<file path="config.mk">
export PLATFORM = sky130hd
export DESIGN_NAME = vsw_cordic_cell
export DESIGN_NICKNAME = d
export VERILOG_FILES = /design/src/hdl/vsw_pkg.sv /design/src/hdl/vsw_cordic_cell.sv
export SDC_FILE = /design/constraint.sdc
export NUM_CORES = 1
export LEC_CHECK = 0
export ABC_CLOCK_PERIOD_IN_PS = 800
export BUFFER_PORTS_ARGS = -buffer_cell sky130_fd_sc_hd__clkbuf_2
export CORE_ASPECT_RATIO = 1.2
export CORE_MARGIN = 2
export CORE_UTILIZATION = 50
export CTS_BUF_LIST = sky130_fd_sc_hd__clkbuf_4 sky130_fd_sc_hd__clkbuf_8
export CTS_CLUSTER_DIAMETER = 200
export DETAILED_ROUTE_END_ITERATION = 10
export PLACE_DENSITY = 0.82
export SKIP_CTS_REPAIR_TIMING = 1
export SLEW_MARGIN = 25
export SYNTH_ARGS = -nofsm -noshare
export SYNTH_HDL_FRONTEND = slang
export SYNTH_SLANG_ARGS = --single-unit
export TNS_END_PERCENT = 1
</file>
<file path="constraint.sdc">
create_clock -name clk_i -period 0.8 [get_ports clk_i]
set_input_delay 0.08 -clock clk_i [delete_from_list [all_inputs] [get_ports clk_i]]
set_output_delay 0.08 -clock clk_i [all_outputs]
set_load 0.01 [all_outputs]
</file>
<file path="src/hdl/vsw_pkg.sv">
package vsw_pkg;

  localparam int unsigned ShapeWidth  = 6;
  localparam int unsigned SampleWidth = 10;
  localparam int unsigned ValueWidth  = 16;

  localparam int unsigned PeriodSamples = 1024;
  localparam int unsigned ShapeCount    = 33;
  localparam int unsigned ShapeDiv      = ShapeCount - 2;
  localparam int unsigned RiseStep      = PeriodSamples / 2 - 1;

  localparam int unsigned FracBits    = 20;
  localparam int unsigned DivSteps    = FracBits + 1;
  localparam int unsigned CordicSteps = 18;
  localparam int unsigned NumWidth    = 16;
  localparam int unsigned PhaseWidth  = FracBits + 2;
  localparam int unsigned CordWidth   = 26;

  localparam logic signed [CordWidth-1:0] CordicX0 = 26'sd5093851;

  typedef struct packed {
    logic                 hi;
    logic [NumWidth-1:0]  den2;
    logic [NumWidth-1:0]  rem;
    logic [FracBits:0]    quo;
  } vsw_div_t;

  typedef struct packed {
    logic signed [CordWidth-1:0] x;
    logic signed [CordWidth-1:0] y;
    logic signed [CordWidth-1:0] z;
    logic [PhaseWidth-1:0]       p;
  } vsw_cord_t;

  function automatic logic signed [CordWidth-1:0] vsw_atan(input int unsigned idx);
    logic signed [CordWidth-1:0] a;
    case (idx)
      0:       a = 26'sd8388608;
      1:       a = 26'sd4952084;
      2:       a = 26'sd2616545;
      3:       a = 26'sd1328199;
      4:       a = 26'sd666677;
      5:       a = 26'sd333664;
      6:       a = 26'sd166872;
      7:       a = 26'sd83441;
      8:       a = 26'sd41721;
      9:       a = 26'sd20861;
      10:      a = 26'sd10430;
      11:      a = 26'sd5215;
      12:      a = 26'sd2608;
      13:      a = 26'sd1304;
      14:      a = 26'sd652;
      15:      a = 26'sd326;
      16:      a = 26'sd163;
      17:      a = 26'sd81;
      default: a = '0;
    endcase
    return a;
  endfunction

endpackage

</file>
<file path="src/hdl/vsw_cordic_cell.sv">
module vsw_cordic_cell #(
  parameter int unsigned Step = 0
) (
  input  logic                clk_i,
  input  logic                rst_ni,
  input  logic                en_i,
  input  logic                valid_i,
  input  vsw_pkg::vsw_cord_t  data_i,
  output logic                valid_o,
  output vsw_pkg::vsw_cord_t  data_o
);
  import vsw_pkg::*;

  logic signed [CordWidth-1:0] dx, dy, ang;
  vsw_cord_t                   data_d, data_q;
  logic                        valid_q;

  always_comb begin
    dx     = data_i.y >>> Step;
    dy     = data_i.x >>> Step;
    ang    = vsw_atan(Step);
    data_d = data_i;
    if (!data_i.z[CordWidth-1]) begin
      data_d.x = data_i.x - dx;
      data_d.y = data_i.y + dy;
      data_d.z = data_i.z - ang;
    end else begin
      data_d.x = data_i.x + dx;
      data_d.y = data_i.y - dy;
      data_d.z = data_i.z + ang;
    end
  end

  always_ff @(posedge clk_i or negedge rst_ni) begin
    if (!rst_ni) begin
      valid_q <= 1'b0;
    end else if (en_i) begin
      valid_q <= valid_i;
    end
  end

  always_ff @(posedge clk_i) begin
    if (en_i) begin
      data_q <= data_d;
    end
  end

  assign valid_o = valid_q;
  assign data_o  = data_q;
endmodule

</file>
Yosys cells after proc, flatten, opt, wreduce, memory -nomap -nowiden
Cells that the tools add are included.
Widths: inputs -> output; s select.
{"block": "totals", "input_bits": 104, "reg_bits": 101, "out_inout_bits": 101, "wordCells": 11}
{"block": "classes", "n_mux": 1, "n_addsub": 5}
{"op": "$mux 78", "n": 1}
{"op": "$sub 26x26->26", "n": 2}
{"op": "$add 26x25->26 const B", "n": 1}
{"op": "$add 26x26->26", "n": 1}
{"op": "$sub 26x25->26 const B", "n": 1}

Depth between registers and ports, before layout
{"block": "depth", "depth_word": 2, "ltp_mapped": 12, "ltp_nobuf": 11}

Least setup slack after synthesis
Ideal clock, no wire load.
{"block": "synth_timing", "kind": "input to register", "startpoint": "input port data_i[74] (netlist bit)", "endpoint": "register data_q (netlist bit data_o[96]), data pin", "required_time_ps": 541, "t_arrival_ps": 1966, "path_buffers": 0, "setup_ps": 259, "stages": 11, "slack_ps": -1424, "cell_sequence": "inv_1 -> ha_1 -> fa_1 -> nor2b_1 -> o31a_1 -> o21a_1 -> a21o_1 -> a21boi_1 -> or3_1 -> a32oi_1 -> xnor2_1"}
{"element": "start, declared", "line": "vsw_cordic_cell.sv:8", "rtl": "input vsw_pkg::vsw_cord_t data_i,"}
{"element": "end signal, assigned", "line": "vsw_cordic_cell.sv:44", "rtl": "data_q <= data_d;"}
{"element": "end, declared", "line": "vsw_cordic_cell.sv:15", "rtl": "vsw_cord_t data_d, data_q;"}

==> qor.csv <==
metric,value,unit
grt_max_degree,32,
critPathKind,input port to register,
multi_input_area,4210,sq um
outcome,"complete, but fails checks",
most-common-layout-cells,"238 x buf_4, 197 x clkbuf_2, 99 x edfxtp_1, 73 x inv_1, 65 x a21oi_1",
yosys_most_used_dff,edfxtp_1,
final_hold_viol_count,0,
dr.pass1.iters,5,
hp-class,input port to async pin,
postSynth.asyncResetShare,1.00,%
die_y,138,microns
cap_violations,0,
post-route-period-util,275,%
cts_root_buffer,clkbuf_8,
area.growth.synth_to_final,52.3,%
final_common_cell,buf_4,
synth_top_area_share,40.0,%
die_w,115,microns
grt_usage,28.4,%
setup_tns,-68.71,ns
crit_fanout,3,
slew_viol_final,0,
setup.worst_path.end_class,register,
dp_hpwl,19400,microns
finalNetCount,1403,
setup_ws,-1.40,ns
grt_pass1_wl,35300,microns
worstPathRequired,0.92,ns
clkSlewWorstSetupHoldPaths,0.10,ns
hold_slack,0.0228,ns
cts_num_sinks,100,
clk_latency,0.37,ns
finClkSkew,0,ns
cts_tree,built,
io-pin-count,205,
ys_seq_elements,100,
synth-edff-count,99,
synth_warnings,0,
startpoint_type,input port,
rows,48,
seqCellArea,3000,sq um
netlist_area,7440,sq um
p_per_area,1520,nW/um^2
drt-vias-per-instance,5.53,
n_antenna_cell,0,
fmax,0.455,GHz
num_vias,7884,
synth_cell_types,78,
dieArea,15900,sq um
drtIter0Drc,848,
fillCellCount,905,
routed_wl,26500,microns
yosys-top-cells-area,"edfxtp_1 40%, ha_1 13%, xnor2_1 4.7%",
numCtsBuffers,9,
gp_congestion,1.01,
leakagePower,0.00535,uW
antenna_found_initial,0,
arrival,2.32,ns
synth_top_cell_by_area,edfxtp_1,
core_area,14500,sq um
relSlewSlack,52.4,%
drive_gt1_share,44.0,%
syn-num-nets,934,
grt-ovfl-total,0,
grt_pass1_vias,7175,
tightest_slew,0.708,ns
start_util,51.4,%
drcViolationCount,0,
postRouteAntennaNets,0,
vdd_drop_max,1.11,mV
finalSetupViolCount,152,
grt_setup_unrepaired,true,
ys_seq_area_share,40.3,%
finalInstanceArea,11300,sq um
reg2reg_slack,0.04,ns
postPlaceCellArea,10300,sq um
period_needed,2.20,ns
avgSynthCellArea,9.91,sq um
numPortBuffers,204,
p_total,17200,uW
utilization,78.3,%
cts_buffer_depth,2,
htreeDepth,3,
syn_inst,751,
violations,negative setup slack,
wl_per_cell,18.6,microns
kinds of logic after synthesis:
family | synth area share, %
AOI/OAI and AO/OA | 20.4
xor gates and xnor gates | 5.65
adders and majority gates | 13.7
buffers and inverters | 7.18
DFF | 40.3
muxes | 2.09
and+or+nand+nor | 10.7
power breakdown:
| group | leakage [uW] | total (uW) | switching (uW) | internal (uW) |
|---|---|---|---|---|
| Combinational | 0.00428 | 7140 | 3780 | 3360 |
| Clock | 0.0000939 | 3190 | 1960 | 1230 |
| Sequential | 0.000981 | 6900 | 278 | 6620 |
cells in the mapped netlist, types with 11 or more instances:
cell type  count
clkbuf_1      12
edfxtp_1      99
a21o_1        12
nand2_1       36
a21oi_1       69
xnor2_1       40
nand2b_1      14
ha_1          75
nor2_1        58
inv_1         75
nor3_1        13
mux2i_1       11
o21ai_0       52
flip-flops by register name (all words and copies together), names as in the netlist:
register / count
data_o: 99
valid_o: 1
routing by layer:
layer  vias to the layer above  track usage [%]  routed length (microns)
met5                         -                0                        0
met4                         0             10.6                     1240
met3                        97             4.14                     2300
met2                       474             50.7                    13100
met1                      3684             34.5                     9820
li1                       3629                -                        -
per-stage QoR:
stage,worst slack (ns),instances
floorplan,-1.40,751
global placement,-1.81,1360
detailed placement,-1.91,1360
CTS,-1.51,1376
global route,-1.47,1425
finish,-1.40,1425
final cells by class:
class	instances	area share (%)
well taps	200	2.21
clock buffers	10	1.16
flip-flops and latches	100	26.5
multi-input cells	536	37.2
repair buffers	492	29.8
inverters	81	2.76
clock inverters	6	0.497
critical path: stages:
cell      delay, ns
clkbuf_2       0.10
inv_1          0.06
ha_1           0.31
buf_4          0.15
nor2b_1        0.15
o31a_1         0.26
a21o_1         0.20
o211ai_1       0.24
and3_1         0.27
o21ai_0        0.18
o21ai_1        0.19
xnor2_1        0.12
path summary, 6_finish.rpt:
check,start,cells after the start,end
worst min register to register,valid_o,1,valid_o
max in group asynchronous,rst_ni,2,valid_o
min in group clk_i,data_i[46],2,data_o[46]
worst max register to register,valid_o,1,valid_o
worst max-delay path,data_i[49],12,data_o[99]
worst min-delay path,rst_ni,2,valid_o
Note: power is estimated with default switching activity, not from simulation.
