### src/hdl/vsw_pkg.sv
package vsw_pkg;

  localparam int unsigned ShapeWidth  = 6;
  localparam int unsigned SampleWidth = 10;
  localparam int unsigned ValueWidth  = 16;

  localparam int unsigned PeriodSamples = 1024;
  localparam int unsigned ShapeCount    = 33;
  localparam int unsigned ShapeDiv      = ShapeCount - 2;
  localparam int unsigned RiseStep      = PeriodSamples / 2 - 1;

  localparam int unsigned FracBits    = 20;
  localparam int unsigned DivSteps    = FracBits + 1;
  localparam int unsigned CordicSteps = 18;
  localparam int unsigned NumWidth    = 16;
  localparam int unsigned PhaseWidth  = FracBits + 2;
  localparam int unsigned CordWidth   = 26;

  localparam logic signed [CordWidth-1:0] CordicX0 = 26'sd5093851;

  typedef struct packed {
    logic                 hi;
    logic [NumWidth-1:0]  den2;
    logic [NumWidth-1:0]  rem;
    logic [FracBits:0]    quo;
  } vsw_div_t;

  typedef struct packed {
    logic signed [CordWidth-1:0] x;
    logic signed [CordWidth-1:0] y;
    logic signed [CordWidth-1:0] z;
    logic [PhaseWidth-1:0]       p;
  } vsw_cord_t;

  function automatic logic signed [CordWidth-1:0] vsw_atan(input int unsigned idx);
    logic signed [CordWidth-1:0] a;
    case (idx)
      0:       a = 26'sd8388608;
      1:       a = 26'sd4952084;
      2:       a = 26'sd2616545;
      3:       a = 26'sd1328199;
      4:       a = 26'sd666677;
      5:       a = 26'sd333664;
      6:       a = 26'sd166872;
      7:       a = 26'sd83441;
      8:       a = 26'sd41721;
      9:       a = 26'sd20861;
      10:      a = 26'sd10430;
      11:      a = 26'sd5215;
      12:      a = 26'sd2608;
      13:      a = 26'sd1304;
      14:      a = 26'sd652;
      15:      a = 26'sd326;
      16:      a = 26'sd163;
      17:      a = 26'sd81;
      default: a = '0;
    endcase
    return a;
  endfunction

endpackage

### src/hdl/vsw_div_cell.sv
module vsw_div_cell #(
  parameter int unsigned BitIdx = 0
) (
  input  logic               clk_i,
  input  logic               rst_ni,
  input  logic               en_i,
  input  logic               valid_i,
  input  vsw_pkg::vsw_div_t  data_i,
  output logic               valid_o,
  output vsw_pkg::vsw_div_t  data_o
);
  import vsw_pkg::*;

  localparam bit          HasBit = (BitIdx + 1 < NumWidth);
  localparam int unsigned DenBit = HasBit ? BitIdx + 1 : 0;

  logic [NumWidth:0]   r2;
  logic                dbit;
  logic                take;
  vsw_div_t            data_d, data_q;
  logic                valid_q;

  always_comb begin
    dbit = HasBit ? data_i.den2[DenBit] : 1'b0;
    r2   = {data_i.rem, dbit};
    take = (r2 >= {1'b0, data_i.den2});
    data_d      = data_i;
    data_d.rem  = take ? NumWidth'(r2 - {1'b0, data_i.den2}) : NumWidth'(r2);
    data_d.quo  = {data_i.quo[FracBits-1:0], take};
  end

  always_ff @(posedge clk_i or negedge rst_ni) begin
    if (!rst_ni) begin
      valid_q <= 1'b0;
    end else if (en_i) begin
      valid_q <= valid_i;
    end
  end

  always_ff @(posedge clk_i) begin
    if (en_i) begin
      data_q <= data_d;
    end
  end

  assign valid_o = valid_q;
  assign data_o  = data_q;
endmodule

### config.mk
export PLATFORM = sky130hd
export DESIGN_NAME = vsw_div_cell
export DESIGN_NICKNAME = d
export VERILOG_FILES = /design/src/hdl/vsw_pkg.sv /design/src/hdl/vsw_div_cell.sv
export SDC_FILE = /design/constraint.sdc
export NUM_CORES = 1
export LEC_CHECK = 0
export BUFFER_PORTS_ARGS = -buffer_cell sky130_fd_sc_hd__buf_4
export CELL_PAD_IN_SITES_DETAIL_PLACEMENT = 0
export CELL_PAD_IN_SITES_GLOBAL_PLACEMENT = 1
export CORE_ASPECT_RATIO = 1.25
export CORE_MARGIN = 4
export CORE_UTILIZATION = 38
export DETAILED_ROUTE_END_ITERATION = 8
export PLACE_DENSITY_LB_ADDON = 0.1
export SYNTH_ARGS = -nofsm -noshare
export SYNTH_HDL_FRONTEND = slang
export SYNTH_SLANG_ARGS = --single-unit
### constraint.sdc
create_clock -name clk_i -period 0.9 [get_ports clk_i]
set_input_delay 0.135 -clock clk_i [delete_from_list [all_inputs] [get_ports clk_i]]
set_output_delay 0.135 -clock clk_i [all_outputs]
set_load 0.02 [all_outputs]
# Word level (Yosys, flattened, before mapping)
# Cells that the tools add are included.
[totals] out_inout_bits=55 word_cells=8 ff_bits=55
[classes] add_sub_neg=1 order_cmp=1 mux=1
[ops] cell="$ge 17x16->1" n=1
[ops] cell="$mux 16" n=1
[ops] cell="$sub 16x16->16" n=1

# Longest topological paths before layout
[depth] ltp_word=2 mapped_depth=10

# Worst setup path before layout
# Ideal clock, no wire load.
[synth_timing] path_type="in2reg" start="in data_i[43] (netlist bit)" end="reg data_q, in the netlist data_o[29], data pin" t_required_ns=0.640 arrival_time_ns=2.417 path_buffers=1 path_slack_ns=-1.777 path_stages=9 path_cell_list="inv_1 ha_1 a211oi_2 o211ai_2 a221oi_4 a211oi_2 a2111oi_4 buf_6 mux2_4"
[synth_rtl] item="from (decl)" line_no="vsw_div_cell.sv:8" rtl="input vsw_pkg::vsw_div_t data_i,"
[synth_rtl] item="to (signal assigned)" line_no="vsw_div_cell.sv:42" rtl="data_q <= data_d;"
[synth_rtl] item="to (decl)" line_no="vsw_div_cell.sv:20" rtl="vsw_div_t data_d, data_q;"

==> flow_metrics.tcl <==
set metrics [dict create \
    antenna_cells 0 \
    syn_inst 212 \
    yosys_warnings 0 \
    slew_headroom_pct 75.0 \
    synthArstFlopShare_pct 1.82 \
    worst-path-max-fanout 4 \
    synthFlopType "edfxtp_1" \
    cts_buffers 5 \
    violations "setup timing" \
    rr_worst_depth 1 \
    finalClockSkew_ps 0 \
    yosysSeqAreaShare_pct 57.1 \
    rsz0062_at_grt "yes" \
    grt_pass1_vias 2641 \
    placed_cell_area_um2 4330 \
    synth_edf_count 54 \
    hp-class "in -> reg" \
    root_buffer "clkbuf_8" \
    clk_path_buf_depth 2 \
    hold_viol 0 \
    remaining_drc_errors 0 \
    vias 2510 \
    layout_setup_ws_ps -1130 \
    initial_utilization_pct 39.0 \
    syn_nets 287 \
    die_height_um 105 \
    rows 35 \
    setup_viol 72 \
    port_buffers 111 \
    status "finished, violations left" \
    die_area_um2 9060 \
    ant_nets 0 \
    synth.avg_cell_area_um2 13.6 \
    design_area_um2 5190 \
    dp_hpwl_um 5670 \
    worst_slew_pin_slew_ps 376 \
    drive_above_1_share_pct 54.0 \
    tns_ps -22530 \
    power.density_nw_per_um2 1460 \
    cp-start-kind "primary input" \
    fmax_mhz 493 \
    critical_path_class "in -> reg" \
    cap_violations 0 \
    finalNonFillerCells 512 \
    syn_to_final_growth_pct 79.9 \
    grt_util_all_layers_pct 17.3 \
    min_delay_path_depth 1 \
    synth.distinct_cells 49 \
    clkSinkCount 55 \
    drt_first_pass_iters 4 \
    vias_per_cell 4.90 \
    wl_um 7850 \
    nFillCells 559 \
    endpoint_kind "flop" \
    placedCellCount 465 \
    cts_tree "built" \
    gp_congestion 0.860 \
    required_ps 970 \
    htreeDepth 2 \
    fp.coreArea_um2 7400 \
    nNetsFinal 494 \
    crit_arrival_ps 2100 \
    ios 113 \
    die_x_um 85.9 \
    peakVddDrop_mv 0.937 \
    p_total_mw 7.59 \
    post-route-min-period_ps 2030 \
    drt_iter0_markers 53 \
    period_share_pct 226 \
    maxSlewViolCount 0 \
    clock_latency_ps 300 \
    grt_max_degree 18 \
    clk_pin_slew_ps 100 \
    grt_pass1_wl_um 12600 \
    antenna_found_initial 0 \
    synth-seq-cells 55 \
    wl_per_cell_um 15.3 \
    grt-ovfl-total 0 \
    netlist_area_um2 2880 \
    p_leak_nw 2.26 \
]
-- flip-flops by register name, summed over array words and instances, names as in the netlist --
signal,count
data_o,54
valid_o,1
-- worst max-delay path, stage by stage --
cell and delay (ps):
buf_4 130, inv_12 30, ha_4 250, o211ai_1 180, nor2_2 90, a221oi_4 300
a211oi_2 130, a2111oi_4 310, buf_4 240, mux2_4 300
-- placed cells by master, fill, tap and decap left out, types with 3 or more instances in the layout --
master,instances
buf_4,107
buf_6,60
edfxtp_1,54
dlygate4sd3_1,35
inv_1,16
mux2_4,13
ha_4,9
a21oi_1,8
o21ai_0,8
o21a_1,6
nor2_1,6
nand2_1,6
ha_1,6
clkbuf_8,5
nor3_1,4
mux2i_1,4
xor2_1,4
xnor2_1,4
inv_2,3
nor2b_1,3
a211oi_1,3
-- logic make-up (layout without fill, tap and decap cells) --
group / count (synthesis) / in the layout / synth area share [%]
XOR/XNOR: 8 / 8 / 2.43
adder cells (fa/ha/maj): 17 / 17 / 7.64
flip-flops: 55 / 55 / 57.1
AO/OA/AOI/OAI: 52 / 52 / 14.5
multiplexers: 19 / 19 / 8.03
buffers and inverters: 27 / 235 / 3.86
AND/OR/NAND/NOR: 34 / 34 / 6.42
-- final cells by class --
| type | instances | area [um^2] | area share (%) |
|---|---|---|---|
| repair buffers | 205 | 1880 | 36.3 |
| well taps | 92 | 115 | 2.22 |
| flip-flops and latches | 55 | 1650 | 31.7 |
| inverters | 22 | 100 | 1.93 |
| clock inverters | 2 | 37.5 | 0.723 |
| clock buffers | 6 | 72.6 | 1.40 |
| multi-input cells | 130 | 1330 | 25.7 |
-- synth_stat cells (all sizes together), types with 2 or more instances --
master  number  share of area, %
a211o        3              0.95
a211oi       5               1.6
a21o         2              0.52
a21oi        9               1.7
and3         2              0.43
buf          3              0.74
clkbuf       2              0.26
edfxtp      54                56
ha          16               6.9
inv         22               2.9
mux2        15               6.6
mux2i        4               1.4
nand2        6              0.78
nand4        2              0.43
nor2         7              0.91
nor2b        4              0.87
nor3         5              0.87
o211ai       3              0.95
o21a         6               1.6
o21ai       10               1.7
o31a         2              0.61
o31ai        3              0.78
xnor2        4               1.2
xor2         4               1.2
-- where the power goes --
group | internal (mW) | switching (mW) | total [mW]
logic | 1.54 | 1.16 | 2.69
registers | 3.13 | 0.121 | 3.25
clock network | 0.832 | 0.814 | 1.65
total | 5.50 | 2.09 | 7.59
-- final timing paths --
path | slack [ps] | endpoint | from
worst max-delay path | -1130 | data_o[29]$_DFFE_PP_ | data_i[47]
max in group asynchronous | 670 | valid_o$_DFFE_PN0P_ | rst_ni
min in group asynchronous | 150 | valid_o$_DFFE_PN0P_ | rst_ni
worst min-delay path | 20 | data_o[48]$_DFFE_PP_ | data_i[48]
worst max register to register | 120 | valid_o$_DFFE_PN0P_ | valid_o$_DFFE_PN0P_
worst min register to register | 570 | valid_o$_DFFE_PN0P_ | valid_o$_DFFE_PN0P_
-- what timing repair did --
item	CTS	global route
hold endpoints to repair	26	9
endpoints found under the setup margin	72	72
pin swaps	7	1
gates resized for setup	79	10
hold buffers	26	9
setup buffers	3	1
-- per-stage QoR --
step	hold WS [ps]	worst slack [ps]	util, %
finish	18.1	-1130	70.1
global route	3.89	-1200	70.1
CTS	0.635	-1140	68.3
detailed placement	-89.6	-1530	58.5
global placement	-89.1	-1480	58.5
floorplan	-161	-1480	-
-- metal layers --
layer,up-vias,global-route usage [%],part of all wire (%)
met5,-,0,0
met4,0,4.41,1.2
met3,10,3.99,6.5
met2,82,31.4,53
met1,1201,20.3,40
li1,1217,-,-
(Power assumes the default switching activity.)
